**src/utu_pkg.sv**
```systemverilog
// ============================================================================
// utu_pkg: shared types and constants for the UTF-8 to UCS-2 decoder
// Holds the queue word passed from the front end to the output stage, the
// front-end status group and the code-unit constants used in decoding.
// ============================================================================
package utu_pkg;

    // Unit given for any malformed or unrepresentable sequence ('?')
    localparam logic [15:0] ERR_UNIT = 16'h003F;
    // Terminator unit
    localparam logic [15:0] TERM_UNIT = 16'h0000;
    // Smallest values that are not overlong for 2- and 3-byte forms
    localparam logic [15:0] MIN_TWO_BYTE = 16'h0080;
    localparam logic [15:0] MIN_THREE_BYTE = 16'h0800;
    // Capacity after reset
    localparam logic [15:0] CAPACITY_RESET = 16'hFFFF;

    // One queue word: an optional code unit, then an optional terminator
    typedef struct packed {
        logic        has_unit;
        logic [15:0] unit;
        logic        has_term;
    } queue_entry_t;

    // Front-end string state, exported for checking
    typedef struct packed {
        logic        output_full;
        logic [2:0]  bytes_pending;
        logic [15:0] units_written;
        logic [15:0] room;
    } front_status_t;

endpackage

```
**src/utu_ifs.sv**
```systemverilog
// ============================================================================
// utu_ifs: valid/ready channels of the UTF-8 to UCS-2 decoder
// Byte input channel, code-unit output channel and capacity write channel.
// ============================================================================
interface utu_byte_if;
    logic       valid;
    logic       ready;
    logic [7:0] data_byte;
    logic       final_byte;

    modport source (output valid, output data_byte, output final_byte, input ready);
    modport sink (input valid, input data_byte, input final_byte, output ready);
endinterface

interface utu_unit_if;
    logic        valid;
    logic        ready;
    logic [15:0] code_unit;
    logic        is_terminator;

    modport source (output valid, output code_unit, output is_terminator, input ready);
    modport sink (input valid, input code_unit, input is_terminator, output ready);
endinterface

interface utu_cfg_if;
    logic        valid;
    logic        ready;
    logic [15:0] capacity;

    modport source (output valid, output capacity, input ready);
    modport sink (input valid, input capacity, output ready);
endinterface

```
**src/utu_front.sv**
```systemverilog
// ============================================================================
// utu_front: byte intake and sequence decoding
// Accepts one UTF-8 byte per cycle while the queue has room, tracks the open
// sequence, applies the capacity limit, pushes one queue word per byte with a result.
// ============================================================================
module utu_front (
    input  logic                 clk,
    input  logic                 rst_n,
    utu_byte_if.sink             utf8,
    utu_cfg_if.sink              cfg,
    input  logic                 queue_full,
    output logic                 push_valid,
    output utu_pkg::queue_entry_t push_entry,
    output utu_pkg::front_status_t status
);
    import utu_pkg::*;

    logic [15:0] capacity_reg;
    logic [2:0]  pending_reg, pending_next;
    logic [2:0]  seq_len_reg, seq_len_next;
    logic [15:0] acc_reg, acc_next;
    logic [15:0] units_reg, units_next;
    logic        full_reg, full_next;

    logic [15:0] room;
    logic        accept;
    logic [7:0]  b;
    logic        last;
    logic        unit_req;
    logic [15:0] unit_val;
    logic [15:0] acc_merged;
    logic        put_ok;

    // Capacity register, writable at any time the channel offers a word
    assign cfg.ready = 1'b1;

    always_ff @(posedge clk or negedge rst_n)
    begin
        if (!rst_n)
        begin
            capacity_reg <= CAPACITY_RESET;
        end
        else if (cfg.valid)
        begin
            capacity_reg <= cfg.capacity;
        end
    end

    // Units that fit before the terminator; zero capacity acts as one
    assign room = (capacity_reg == 16'd0) ? 16'd0 : capacity_reg - 16'd1;

    assign utf8.ready = !queue_full;
    assign accept     = utf8.valid && utf8.ready;
    assign b          = utf8.data_byte;
    assign last       = utf8.final_byte;

    // Decode one byte against the open sequence
    always_comb
    begin
        pending_next = pending_reg;
        seq_len_next = seq_len_reg;
        acc_next     = acc_reg;
        units_next   = units_reg;
        full_next    = full_reg;
        unit_req     = 1'b0;
        unit_val     = ERR_UNIT;
        acc_merged   = acc_reg;
        if (!full_reg)
        begin
            if (pending_reg == 3'd0)
            begin
                // lead byte
                if (b[7] == 1'b0)
                begin
                    unit_req = 1'b1;
                    unit_val = {8'h00, b};
                end
                else if (b[7:5] == 3'b110)
                begin
                    seq_len_next = 3'd2;
                    pending_next = 3'd1;
                    acc_next     = {5'b0, b[4:0], 6'b0};
                end
                else if (b[7:4] == 4'b1110)
                begin
                    seq_len_next = 3'd3;
                    pending_next = 3'd2;
                    acc_next     = {b[3:0], 12'b0};
                end
                else if (b[7:3] == 5'b11110)
                begin
                    seq_len_next = 3'd4;
                    pending_next = 3'd3;
                    acc_next     = 16'd0;
                end
                else if (b[7:2] == 6'b111110)
                begin
                    seq_len_next = 3'd5;
                    pending_next = 3'd4;
                    acc_next     = 16'd0;
                end
                else if (b[7:1] == 7'b1111110)
                begin
                    seq_len_next = 3'd6;
                    pending_next = 3'd5;
                    acc_next     = 16'd0;
                end
                else
                begin
                    unit_req = 1'b1;
                    unit_val = ERR_UNIT;
                end
            end
            else
            begin
                // continuation byte, taken unchecked
                pending_next = pending_reg - 3'd1;
                if (seq_len_reg <= 3'd3)
                begin
                    if (pending_next == 3'd1)
                    begin
                        acc_merged = acc_reg | {4'b0, b[5:0], 6'b0};
                    end
                    else
                    begin
                        acc_merged = acc_reg | {10'b0, b[5:0]};
                    end
                end
                acc_next = acc_merged;
                if (pending_next == 3'd0)
                begin
                    unit_req = 1'b1;
                    if (seq_len_reg == 3'd2)
                    begin
                        unit_val = (acc_merged < MIN_TWO_BYTE) ? ERR_UNIT : acc_merged;
                    end
                    else if (seq_len_reg == 3'd3)
                    begin
                        unit_val = (acc_merged < MIN_THREE_BYTE) ? ERR_UNIT : acc_merged;
                    end
                    else
                    begin
                        unit_val = ERR_UNIT;
                    end
                    seq_len_next = 3'd0;
                    acc_next     = 16'd0;
                end
            end
            // string ends inside a sequence
            if (last && (pending_next != 3'd0))
            begin
                unit_req = 1'b1;
                unit_val = ERR_UNIT;
            end
        end

        // capacity check
        put_ok = unit_req && (units_reg < room);
        if (unit_req && !put_ok)
        begin
            full_next = 1'b1;
        end
        if (put_ok)
        begin
            units_next = units_reg + 16'd1;
        end

        // end of string clears everything
        if (last)
        begin
            pending_next = 3'd0;
            seq_len_next = 3'd0;
            acc_next     = 16'd0;
            units_next   = 16'd0;
            full_next    = 1'b0;
        end
    end

    // String state
    always_ff @(posedge clk or negedge rst_n)
    begin
        if (!rst_n)
        begin
            pending_reg <= 3'd0;
            seq_len_reg <= 3'd0;
            acc_reg     <= 16'd0;
            units_reg   <= 16'd0;
            full_reg    <= 1'b0;
        end
        else if (accept)
        begin
            pending_reg <= pending_next;
            seq_len_reg <= seq_len_next;
            acc_reg     <= acc_next;
            units_reg   <= units_next;
            full_reg    <= full_next;
        end
    end

    // Queue word for this byte
    assign push_valid          = accept && (put_ok || last);
    assign push_entry.has_unit = put_ok;
    assign push_entry.unit     = unit_val;
    assign push_entry.has_term = last;

    assign status.output_full   = full_reg;
    assign status.bytes_pending = pending_reg;
    assign status.units_written = units_reg;
    assign status.room          = room;

endmodule

```
**src/utu_queue.sv**
```systemverilog
// ============================================================================
// utu_queue: word queue between the decoder and the output stage
// Small flop FIFO; one push and one pop per cycle, a push only while not full and a pop only while not empty.
// ============================================================================
module utu_queue #(
    parameter int DEPTH = 4
) (
    input  logic                  clk,
    input  logic                  rst_n,
    input  logic                  push,
    input  utu_pkg::queue_entry_t push_entry,
    input  logic                  pop,
    output utu_pkg::queue_entry_t head,
    output logic                  empty,
    output logic                  full
);
    import utu_pkg::*;

    localparam int PTR_W = (DEPTH > 1) ? $clog2(DEPTH) : 1;
    localparam int CNT_W = $clog2(DEPTH + 1);

    queue_entry_t entries_reg [DEPTH];
    logic [PTR_W-1:0] wr_ptr_reg, wr_ptr_next;
    logic [PTR_W-1:0] rd_ptr_reg, rd_ptr_next;
    logic [CNT_W-1:0] count_reg, count_next;
    logic             do_push;
    logic             do_pop;

    assign empty   = (count_reg == CNT_W'(0));
    assign full    = (count_reg == CNT_W'(DEPTH));
    assign do_push = push && !full;
    assign do_pop  = pop && !empty;
    assign head    = entries_reg[rd_ptr_reg];

    // Pointer and count update with wrap at the last slot
    always_comb
    begin
        wr_ptr_next = wr_ptr_reg;
        rd_ptr_next = rd_ptr_reg;
        count_next  = count_reg;
        if (do_push)
        begin
            wr_ptr_next = (wr_ptr_reg == PTR_W'(DEPTH - 1)) ? '0 : wr_ptr_reg + 1'b1;
        end
        if (do_pop)
        begin
            rd_ptr_next = (rd_ptr_reg == PTR_W'(DEPTH - 1)) ? '0 : rd_ptr_reg + 1'b1;
        end
        if (do_push && !do_pop)
        begin
            count_next = count_reg + 1'b1;
        end
        else if (do_pop && !do_push)
        begin
            count_next = count_reg - 1'b1;
        end
    end

    always_ff @(posedge clk or negedge rst_n)
    begin
        if (!rst_n)
        begin
            wr_ptr_reg <= '0;
            rd_ptr_reg <= '0;
            count_reg  <= '0;
        end
        else
        begin
            wr_ptr_reg <= wr_ptr_next;
            rd_ptr_reg <= rd_ptr_next;
            count_reg  <= count_next;
        end
    end

    // Storage, no reset needed
    always_ff @(posedge clk)
    begin
        if (do_push)
        begin
            entries_reg[wr_ptr_reg] <= push_entry;
        end
    end

endmodule

```
**src/utu_back.sv**
```systemverilog
// ============================================================================
// utu_back: output stage
// Unpacks queue words into code units and terminators, one per cycle unless
// the receiver stalls, into a registered output word.
// ============================================================================
module utu_back (
    input  logic                  clk,
    input  logic                  rst_n,
    input  utu_pkg::queue_entry_t head,
    input  logic                  queue_empty,
    output logic                  pop,
    utu_unit_if.source            ucs2
);
    import utu_pkg::*;

    logic        out_valid_reg, out_valid_next;
    logic        term_pend_reg, term_pend_next;
    logic [15:0] unit_reg, unit_next;
    logic        is_term_reg, is_term_next;
    logic        load;

    // Output register can take a new word when empty or being drained
    assign load = !out_valid_reg || ucs2.ready;

    always_comb
    begin
        out_valid_next = out_valid_reg;
        term_pend_next = term_pend_reg;
        unit_next      = unit_reg;
        is_term_next   = is_term_reg;
        pop            = 1'b0;
        if (load)
        begin
            if (term_pend_reg)
            begin
                // terminator left over from a two-result word
                out_valid_next = 1'b1;
                unit_next      = TERM_UNIT;
                is_term_next   = 1'b1;
                term_pend_next = 1'b0;
            end
            else if (!queue_empty)
            begin
                pop            = 1'b1;
                out_valid_next = 1'b1;
                if (head.has_unit)
                begin
                    unit_next      = head.unit;
                    is_term_next   = 1'b0;
                    term_pend_next = head.has_term;
                end
                else
                begin
                    unit_next    = TERM_UNIT;
                    is_term_next = 1'b1;
                end
            end
            else
            begin
                out_valid_next = 1'b0;
            end
        end
    end

    always_ff @(posedge clk or negedge rst_n)
    begin
        if (!rst_n)
        begin
            out_valid_reg <= 1'b0;
            term_pend_reg <= 1'b0;
        end
        else
        begin
            out_valid_reg <= out_valid_next;
            term_pend_reg <= term_pend_next;
        end
    end

    // Payload
    always_ff @(posedge clk)
    begin
        unit_reg    <= unit_next;
        is_term_reg <= is_term_next;
    end

    assign ucs2.valid         = out_valid_reg;
    assign ucs2.code_unit     = unit_reg;
    assign ucs2.is_terminator = is_term_reg;

endmodule

```
**src/utf8_to_ucs2_decoder_top.sv**
```systemverilog
// ============================================================================
// utf8_to_ucs2_decoder_top: UTF-8 to UCS-2 string decoder
// Decodes a UTF-8 byte stream into 16-bit code units with a closing zero.
// ============================================================================
// Usage:
//   utf8 : input words, one byte (data_byte) plus final_byte on the last
//          byte of a string. Valid/ready; a word moves when both are high.
//   ucs2 : output words, code_unit plus is_terminator on the closing zero.
//   cfg  : capacity writes (buffer size in units, terminator included);
//          always ready, write only between strings.
// Throughput: one byte per cycle while the queue has room. A final byte that
//   also completes a unit yields two output words; the queue between
//   decoder and output stage absorbs these.
// Path: an accepted byte is written into the queue as a word, which is then
//   loaded into the output register once that register can take a new word.
// Stall: when ucs2.ready is low the output word holds, the queue fills,
//   and utf8.ready drops once QUEUE_DEPTH words are waiting.
// Reset: capacity returns to 65535, the string state and queue clear, and
//   the output channel goes idle.
// ============================================================================
module utf8_to_ucs2_decoder_top #(
    parameter int QUEUE_DEPTH = 4
) (
    input  logic       clk,
    input  logic       rst_n,
    utu_byte_if.sink   utf8,
    utu_unit_if.source ucs2,
    utu_cfg_if.sink    cfg
);
    import utu_pkg::*;

    queue_entry_t  push_entry;
    queue_entry_t  head;
    front_status_t status;
    logic          push_valid;
    logic          queue_full;
    logic          queue_empty;
    logic          pop;

    // Byte intake and decoding
    utu_front u_front (
        .clk        (clk),
        .rst_n      (rst_n),
        .utf8       (utf8),
        .cfg        (cfg),
        .queue_full (queue_full),
        .push_valid (push_valid),
        .push_entry (push_entry),
        .status     (status)
    );

    // Decoupling queue
    utu_queue #(
        .DEPTH (QUEUE_DEPTH)
    ) u_queue (
        .clk        (clk),
        .rst_n      (rst_n),
        .push       (push_valid),
        .push_entry (push_entry),
        .pop        (pop),
        .head       (head),
        .empty      (queue_empty),
        .full       (queue_full)
    );

    // Output stage
    utu_back u_back (
        .clk         (clk),
        .rst_n       (rst_n),
        .head        (head),
        .queue_empty (queue_empty),
        .pop         (pop),
        .ucs2        (ucs2)
    );

    // A decoded word is never pushed into a full queue
    assert property (@(posedge clk) disable iff (!rst_n)
        push_valid |-> !queue_full)
        else $error("push into full queue");

    // The full flag is set only once the unit count has reached the room
    assert property (@(posedge clk) disable iff (!rst_n)
        status.output_full |-> (status.units_written >= status.room))
        else $error("output full before capacity reached");

    // A final byte leaves a clean string state behind
    assert property (@(posedge clk) disable iff (!rst_n)
        (utf8.valid && utf8.ready && utf8.final_byte) |=>
            (status.bytes_pending == 3'd0 && status.units_written == 16'd0
             && !status.output_full))
        else $error("string state not cleared after final byte");

endmodule

```
**src/flat_wrapper.sv**
```systemverilog
// flat-port wrapper written by rule: the top's interface ports become plain ports
module utf8_to_ucs2_decoder_top_flat import utu_pkg::*;
#(
    parameter int QUEUE_DEPTH = 4
)
  (clk, rst_n, utf8_valid, utf8_data_byte, utf8_final_byte, utf8_ready, ucs2_valid, ucs2_code_unit, ucs2_is_terminator, ucs2_ready, cfg_valid, cfg_capacity, cfg_ready);
  utu_byte_if utf8_i ();
  utu_unit_if ucs2_i ();
  utu_cfg_if cfg_i ();
  input  logic clk;
  input  logic rst_n;
  input wire logic [$bits(utf8_i.valid)-1:0] utf8_valid;
  input wire logic [$bits(utf8_i.data_byte)-1:0] utf8_data_byte;
  input wire logic [$bits(utf8_i.final_byte)-1:0] utf8_final_byte;
  output wire logic [$bits(utf8_i.ready)-1:0] utf8_ready;
  output wire logic [$bits(ucs2_i.valid)-1:0] ucs2_valid;
  output wire logic [$bits(ucs2_i.code_unit)-1:0] ucs2_code_unit;
  output wire logic [$bits(ucs2_i.is_terminator)-1:0] ucs2_is_terminator;
  input wire logic [$bits(ucs2_i.ready)-1:0] ucs2_ready;
  input wire logic [$bits(cfg_i.valid)-1:0] cfg_valid;
  input wire logic [$bits(cfg_i.capacity)-1:0] cfg_capacity;
  output wire logic [$bits(cfg_i.ready)-1:0] cfg_ready;
  assign utf8_i.valid = utf8_valid;
  assign utf8_i.data_byte = utf8_data_byte;
  assign utf8_i.final_byte = utf8_final_byte;
  assign utf8_ready = utf8_i.ready;
  assign ucs2_valid = ucs2_i.valid;
  assign ucs2_code_unit = ucs2_i.code_unit;
  assign ucs2_is_terminator = ucs2_i.is_terminator;
  assign ucs2_i.ready = ucs2_ready;
  assign cfg_i.valid = cfg_valid;
  assign cfg_i.capacity = cfg_capacity;
  assign cfg_ready = cfg_i.ready;
  utf8_to_ucs2_decoder_top #(.QUEUE_DEPTH(QUEUE_DEPTH)) u_core (.clk(clk), .rst_n(rst_n), .utf8(utf8_i), .ucs2(ucs2_i), .cfg(cfg_i));
endmodule
```
**config.mk**
```make
export PLATFORM = sky130hd
export DESIGN_NAME = utf8_to_ucs2_decoder_top_flat
export DESIGN_NICKNAME = d
export VERILOG_FILES = /design/src/utu_pkg.sv /design/src/utu_ifs.sv /design/src/utu_front.sv /design/src/utu_queue.sv /design/src/utu_back.sv /design/src/utf8_to_ucs2_decoder_top.sv /design/src/flat_wrapper.sv
export SDC_FILE = /design/constraint.sdc
export NUM_CORES = 1
export LEC_CHECK = 0
export BUFFER_PORTS_ARGS = -buffer_cell sky130_fd_sc_hd__buf_4
export CORE_MARGIN = 5
export CORE_UTILIZATION = 25
export DETAILED_ROUTE_END_ITERATION = 10
export PLACE_DENSITY = 0.37
export SYNTH_ARGS = -nofsm -noshare
export SYNTH_HDL_FRONTEND = slang
export SYNTH_SLANG_ARGS = --single-unit
```
**constraint.sdc**
```tcl
create_clock -name clk -period 6.8 [get_ports clk]
set_input_delay 1.36 -clock clk [delete_from_list [all_inputs] [get_ports clk]]
set_output_delay 1.36 -clock clk [all_outputs]
set_load 0.02 [all_outputs]
```
; After elaboration in Yosys (flattened, before gate mapping)
; Memories as Yosys holds them, arrays and structs flattened.
; Index checks and enable logic that the tools add are counted.
[word_totals]
register_bits = 81
ramBits = 72
out_inout_bits = 20
memories = 1
[classes]
n_addsub = 7
n_lt_le_gt_ge = 4
eq_ne = 15
n_mux = 75
n_bitwise = 2
n_reduce_logical = 32
[mem_list]
columns = name, depth, word_bits, rd, rd_clocked_by_memory_dff, wr, line
row1 = u_core.u_queue.entries_reg, 4, 18, 1, 0, 1, utu_queue.sv:22  ; queue_entry_t entries_reg [DEPTH];
[op_table]
columns = op, count
row1 = two-way mux 16 bit, 27
row2 = two-way mux 3 bit, 22
row3 = two-way mux 1 bit, 23
row4 = "adder 16 x 1 -> 16 bit, second input constant", 1
row5 = zero test 16 bit, 1
row6 = "less-than comparator 16 x 12 -> 1 bit, second input constant", 1
row7 = less-than comparator 16 bit, 1
row8 = "less-than comparator 16 x 8 -> 1 bit, second input constant", 1
row9 = bitwise OR 16 x 12 -> 16 bit, 1
row10 = bitwise OR 16 x 6 -> 16 bit, 1
row11 = "subtractor 16 x 1 -> 16 bit, second input constant", 1
row12 = logical AND 1 bit, 9
row13 = zero test 3 bit, 3
row14 = AND reduction 2 bit, 4
row15 = "== test 7 bit, second input constant", 1
row16 = two-way mux 7 bit, 1
row17 = "inequality test 7 x 2 -> 1 bit, second input constant", 1
row18 = "== test 3 x 2 -> 1 bit, second input constant", 2
row19 = "== test 3 bit, second input constant", 2
row20 = "== test 6 bit, second input constant", 1
row21 = zero test 1 bit, 6
row22 = nonzero test 2 bit, 3
row23 = nonzero test 3 bit, 2
row24 = "subtractor 3 x 1 -> 3 bit, second input constant", 2
row25 = other kinds (14), 18

; Depth between registers and ports, before layout
[depth]
depth_word = 21
ltp_mapped = 20
ltp_nobuf = 18

; Hierarchy
; From an unflattened synthesis, not the netlist that was laid out.
[hier_totals]
cells_unflattened = 623
hier_area_um2 = 7652.3
[modules_own_cells]
columns = module, n_inst, cells_each, area_each_um2, seq_area_each_um2
row1 = utu_front, 1, 446, 3857.4, 1396.3
row2 = utu_queue, 1, 131, 3034.2, 2337.2
row3 = utu_back, 1, 46, 760.7, 560.5

; Worst setup path before layout
; Ideal clock, no wire load.
[synth_timing]
path_kind = register to register
start = register u_core.u_front.capacity_reg[0]
end = register u_core.u_queue.count_reg[2]
arrival_ns = 4.009
required_time_ns = 6.721
setup_slack_ns = 2.711
path_stages_with_launch = 19
cell_sequence = dfstp_2 > inv_1 > ha_1 > nor3b_1 > nand4_1 > clkbuf_1 > nand2_1 > ha_1 > or4_1 > o2111a_2 > or4_4 > nand2_4 > buf_8 > ha_1 > inv_1 > fa_1 > xor2_1 > nor2_1 > xor2_1
[synth_between]
elab_chain_len = 10
word_cells_on_any_way = 13
cone_classes = 1 x add/sub / 1 x order compare / 2 x mux / 9 x reduce/logical
[synth_rtl]
columns = element, line
row1 = "start, declared", utu_front.sv:18  ; logic [15:0] capacity_reg;
row2 = "start signal, assigned", utu_front.sv:45  ; capacity_reg <= cfg.capacity;
row3 = subtractor 16 x 1 -> 16 bit or zero test 16 bit (tied branches), utu_front.sv:50  ; assign room = (capacity_reg == 16'd0) ? 16'd0 : capacity_reg - 16'd1;
row4 = two-way mux 16 bit (*), utu_front.sv:50
row5 = less-than comparator 16 bit (*), utu_front.sv:158  ; put_ok = unit_req && (units_reg < room);
row6 = logical AND 1 bit (*), utu_front.sv:158
row7 = logical OR 1 bit (*), utu_front.sv:201  ; assign push_valid = accept && (put_ok || last);
row8 = logical AND 1 bit (*), utu_front.sv:201
row9 = logical AND 1 bit (*), utu_queue.sv:31  ; assign do_push = push && !full;
row10 = net u_core.u_queue.do_push, utu_queue.sv:26  ; logic do_push;
row11 = zero test 1 bit, utu_queue.sv:53  ; else if (do_pop && !do_push)
row12 = logical AND 1 bit, utu_queue.sv:53
row13 = nonzero test 2 bit (no source line), --
row14 = "end signal, assigned", utu_queue.sv:71  ; count_reg <= count_next;
row15 = "end, declared", utu_queue.sv:25  ; logic [CNT_W-1:0] count_reg, count_next;
; Mark *: on every way through the listed nets, which the timed path passes. The rest lies on a longest branch.
; A chain may end at the register's enable or synchronous reset.

; Worst setup path after layout
[layout_timing]
start = register u_core.u_front.capacity_reg[5]
end = memory u_core.u_queue.entries_reg[3][12] (netlist name) (enable)
[layout_between]
elab_chain_len = 9
word_cells_on_any_way = 10
cone_classes = 1 x add/sub / 1 x order compare / 3 x mux / 5 x reduce/logical
[layout_rtl]
columns = element, line
row1 = subtractor 16 x 1 -> 16 bit or zero test 16 bit (tied branches), utu_front.sv:50
row2 = two-way mux 16 bit (*), utu_front.sv:50
row3 = less-than comparator 16 bit (*), utu_front.sv:158
row4 = logical AND 1 bit (*), utu_front.sv:158
row5 = logical OR 1 bit (*), utu_front.sv:201
row6 = logical AND 1 bit (*), utu_front.sv:201
row7 = logical AND 1 bit (*), utu_queue.sv:31
row8 = two-way mux 1 bit (*), utu_queue.sv:78  ; if (do_push)
row9 = two-way mux 1 bit (not written as such) (*), utu_queue.sv:80  ; entries_reg[wr_ptr_reg] <= push_entry;
row10 = "end, declared", utu_queue.sv:22
; Mark *: on every way between the ends. The rest lies on a longest branch, timed or not.

==> impl_metrics.ini <==
[outcome]
status = completed

[synth]
synth_top_area_share = 0.350
synthMostInstantiatedCell = edfxtp_1
syn-num-nets = 690
synthCells = 631
ys_types = 74
seq_area_frac_synth = 0.562
yosysTopAreaCell = edfxtp_1
syn_area_um2 = 7640
synth_async_sr_flop_share = 0.418
ys.flop_type = edfxtp_1
syn_avg_cell_area_um2 = 12.1
synthTopCellsByArea = edfxtp_1 35%, dfrtp_1 16%, dfstp_2 5.5%
yosysWarnings = 0
ys_top_cells_by_count = 89 x edfxtp_1, 56 x nand2_1, 48 x dfrtp_1, 35 x nor2_1, 28 x ha_1
ys_ff_latch = 153
synth-edff-count = 89

[layout]
utilization = 0.296
n_antenna_cell = 0
syn_to_final_growth_pct = 17.6
nNetsFinal = 729
drive_gt1_frac = 0.217
largest_reg_flops = 72

[floorplan]
core_area_um2 = 30300
die_w_um = 185
die-area_um2 = 34200
row_count = 64
io-pin-count = 50
initial_core_util = 0.252
die_h_um = 185

[critical_path]
path_max_fanout = 18
critPathCaptureType = flip-flop
cpMostUsedCell = nand2_1
cp-startpoint = u_core.u_front.capacity_reg[5]
critPathCapture = u_core.u_queue.entries_reg[3][12]
r2r_slack_ns = 2.27
r2r_cells = 13
cp.arrival_ns = 4.57
r2r_end = u_core.u_queue.entries_reg[3][12]
start_kind = flip-flop
cp_slowest_cell = and2_1
max_stage_delay_ns = 0.81
r2r_start = u_core.u_front.capacity_reg[5]
cp.required_ns = 6.84
worstSetupPathType = reg -> reg
crit_path_cell_trace = nor4_2 -> nand2_1 -> nor2_1 -> nand2_1 -> nor3_1 -> mux2i_1 -> ha_1 -> a21oi_1 -> o21ai_0 -> a21o_1 -> or4_4 -> nand2_4 -> and2_1

[sta]
fin_crit_ns = 4.53
finalCritPeriodShare = 0.666
finalSetupViolCount = 0
rsz0062_at_grt = no
drv_slew = 0
worst_pin_slew_ns = 1.16
tns_ns = 0
finClkSkew_ns = 0.0135
fmax_ghz = 0.221
slew_headroom = 0.222
hold_viol = 0

[power]
leakage_nw = 3.41
power_switching_share = 0.378
pwr-share-clk = 0.262
switchingPower_mw = 1.42
p_int_mw = 2.33
seqPwrFrac = 0.389
ir_worst_vdd_v = 0.000165
power_density_nw_per_um2 = 418
combPwrFrac = 0.349

[global_route]
gr-max-usage-layer = met2
gr-usage-all-layers = 0.111
grt_antenna_before_repair = 0
grt_max_degree = 65
use_met3 = 0.0255
gr-total-overflow = 0
use_met1 = 0.145
grt_pass1_wl_um = 29300
first_global_vias = 5290
grtUsageMet2 = 0.185

[drt]
drtPass1Iterations = 5
wl_um = 18300
routed_via_density = 4.79
wl_per_cell_um = 17.0
num_vias = 5167
drt_iter0_drc = 237
ant_nets = 0
drc = 0

[placed_design]
io_buffers = 48
place_congestion = 0.779
hpwl_um = 12700

[clock_network]
cts.sinks = 153
post_cts_resized = 0
cts_hold_buf = 0
clkLatencyLatePin_ns = 0.43
ctsRootBufferMaster = clkbuf_16
post_cts_buffers = 0
clkSlewWorstSetupHoldPaths_ns = 0.07
cts_made_buffers = 17
cts_tree = done
cts-htree-levels = 4
clk_path_buf_depth = 2

[hold_path]
hold_path_class = reg -> reg

[run]
cap_violations = 0
## power by group through the flow
| stage | Combinational (mW) | Sequential, mW | Clock (mW) |
|---|---|---|---|
| 2_1_floorplan | 0.933 | 1.47 | 0 |
| 3_3_place_gp | 1.32 | 1.47 | 0 |
| 3_5_place_dp | 1.34 | 1.48 | 0 |
| 4_1_cts | 1.34 | 1.47 | 1.01 |
| 5_1_grt | 1.47 | 1.49 | 1.05 |
| 6_report | 1.31 | 1.46 | 0.983 |
## per-stage QoR
step	instances	total power [mW]	setup slack, ns	hold slack, ns	area (um2)
global route	1079	4.01	1.79	0.520	8980
floorplan	631	2.41	2.71	0.436	7640
CTS	1079	3.82	2.15	0.486	8980
finish	1079	3.75	2.27	0.479	8980
detailed placement	1047	2.82	2.18	0.469	8380
global placement	1047	2.79	2.25	0.460	8380
## area by class of cell
type                            count  area (um2)
Clock buffer                       17         425
Timing Repair Buffer               50         375
Multi-Input combinational cell    421        3110
Tap cell                          396         495
Inverter                           27         101
Clock inverter                     15         179
Fill cell                        3051       21400
Sequential cell                   153        4290
## critical path: cells and delay by family (launching register included)
| kind | cells | cell delay, ns |
|---|---|---|
| AO/OA/AOI/OAI | 3 | 0.47 |
| adder cells (fa/ha/maj) | 1 | 0.28 |
| AND/OR/NAND/NOR | 8 | 2.77 |
| multiplexers | 1 | 0.23 |
| flip-flops | 1 | 0.38 |
## metal layers
layer	wire length [um]	share of wire	vias up
met2	8850	0.48	123
met1	8480	0.46	2572
met3	710	0.039	19
li1	-	-	2453
met5	0	0	-
met4	258	0.014	0
## worst min-delay path by stage
stage | depth (start not counted) | from | to
floorplan | 2 | u_core.u_front.seq_len_reg[1] | u_core.u_front.seq_len_reg[1]
global placement | 2 | u_core.u_front.seq_len_reg[1] | u_core.u_front.seq_len_reg[1]
detailed placement | 2 | u_core.u_front.seq_len_reg[1] | u_core.u_front.seq_len_reg[1]
CTS | 2 | u_core.u_front.seq_len_reg[1] | u_core.u_front.seq_len_reg[1]
global route | 2 | u_core.u_front.acc_reg[0] | u_core.u_front.acc_reg[0]
finish | 2 | u_core.u_front.seq_len_reg[1] | u_core.u_front.seq_len_reg[1]
## layout by cell type, fill, tap and decap left out, drive strengths merged, types with 11 or more instances in the layout
master / netlist / layout
dfrtp: 48 / 48
clkbuf: 15 / 17
mux4: 18 / 18
nor2b: 21 / 21
a31oi: 20 / 20
a21oi: 26 / 26
buf: 15 / 50
nand2: 57 / 57
nand3: 23 / 23
nor3: 16 / 16
edfxtp: 89 / 89
nand2b: 11 / 11
nor4: 13 / 13
ha: 28 / 28
inv: 27 / 39
dfstp: 16 / 16
nor2: 35 / 35
o21ai: 25 / 25
mux2: 18 / 18
## cells by family (layout without fill, tap and decap cells)
| logic type | Yosys count | after routing | share of synthesized area |
|---|---|---|---|
| and+or+nand+nor | 219 | 219 | 0.152 |
| DFF | 153 | 153 | 0.562 |
| AOI/OAI and AO/OA | 118 | 118 | 0.103 |
| buffers and inverters | 57 | 109 | 0.0319 |
| muxes | 40 | 40 | 0.0848 |
| adders and majority gates | 29 | 29 | 0.0485 |
| xor gates and xnor gates | 14 | 14 | 0.0170 |
| other | 1 | 1 | 0.000491 |
Note: power is estimated with default switching activity, not from simulation.
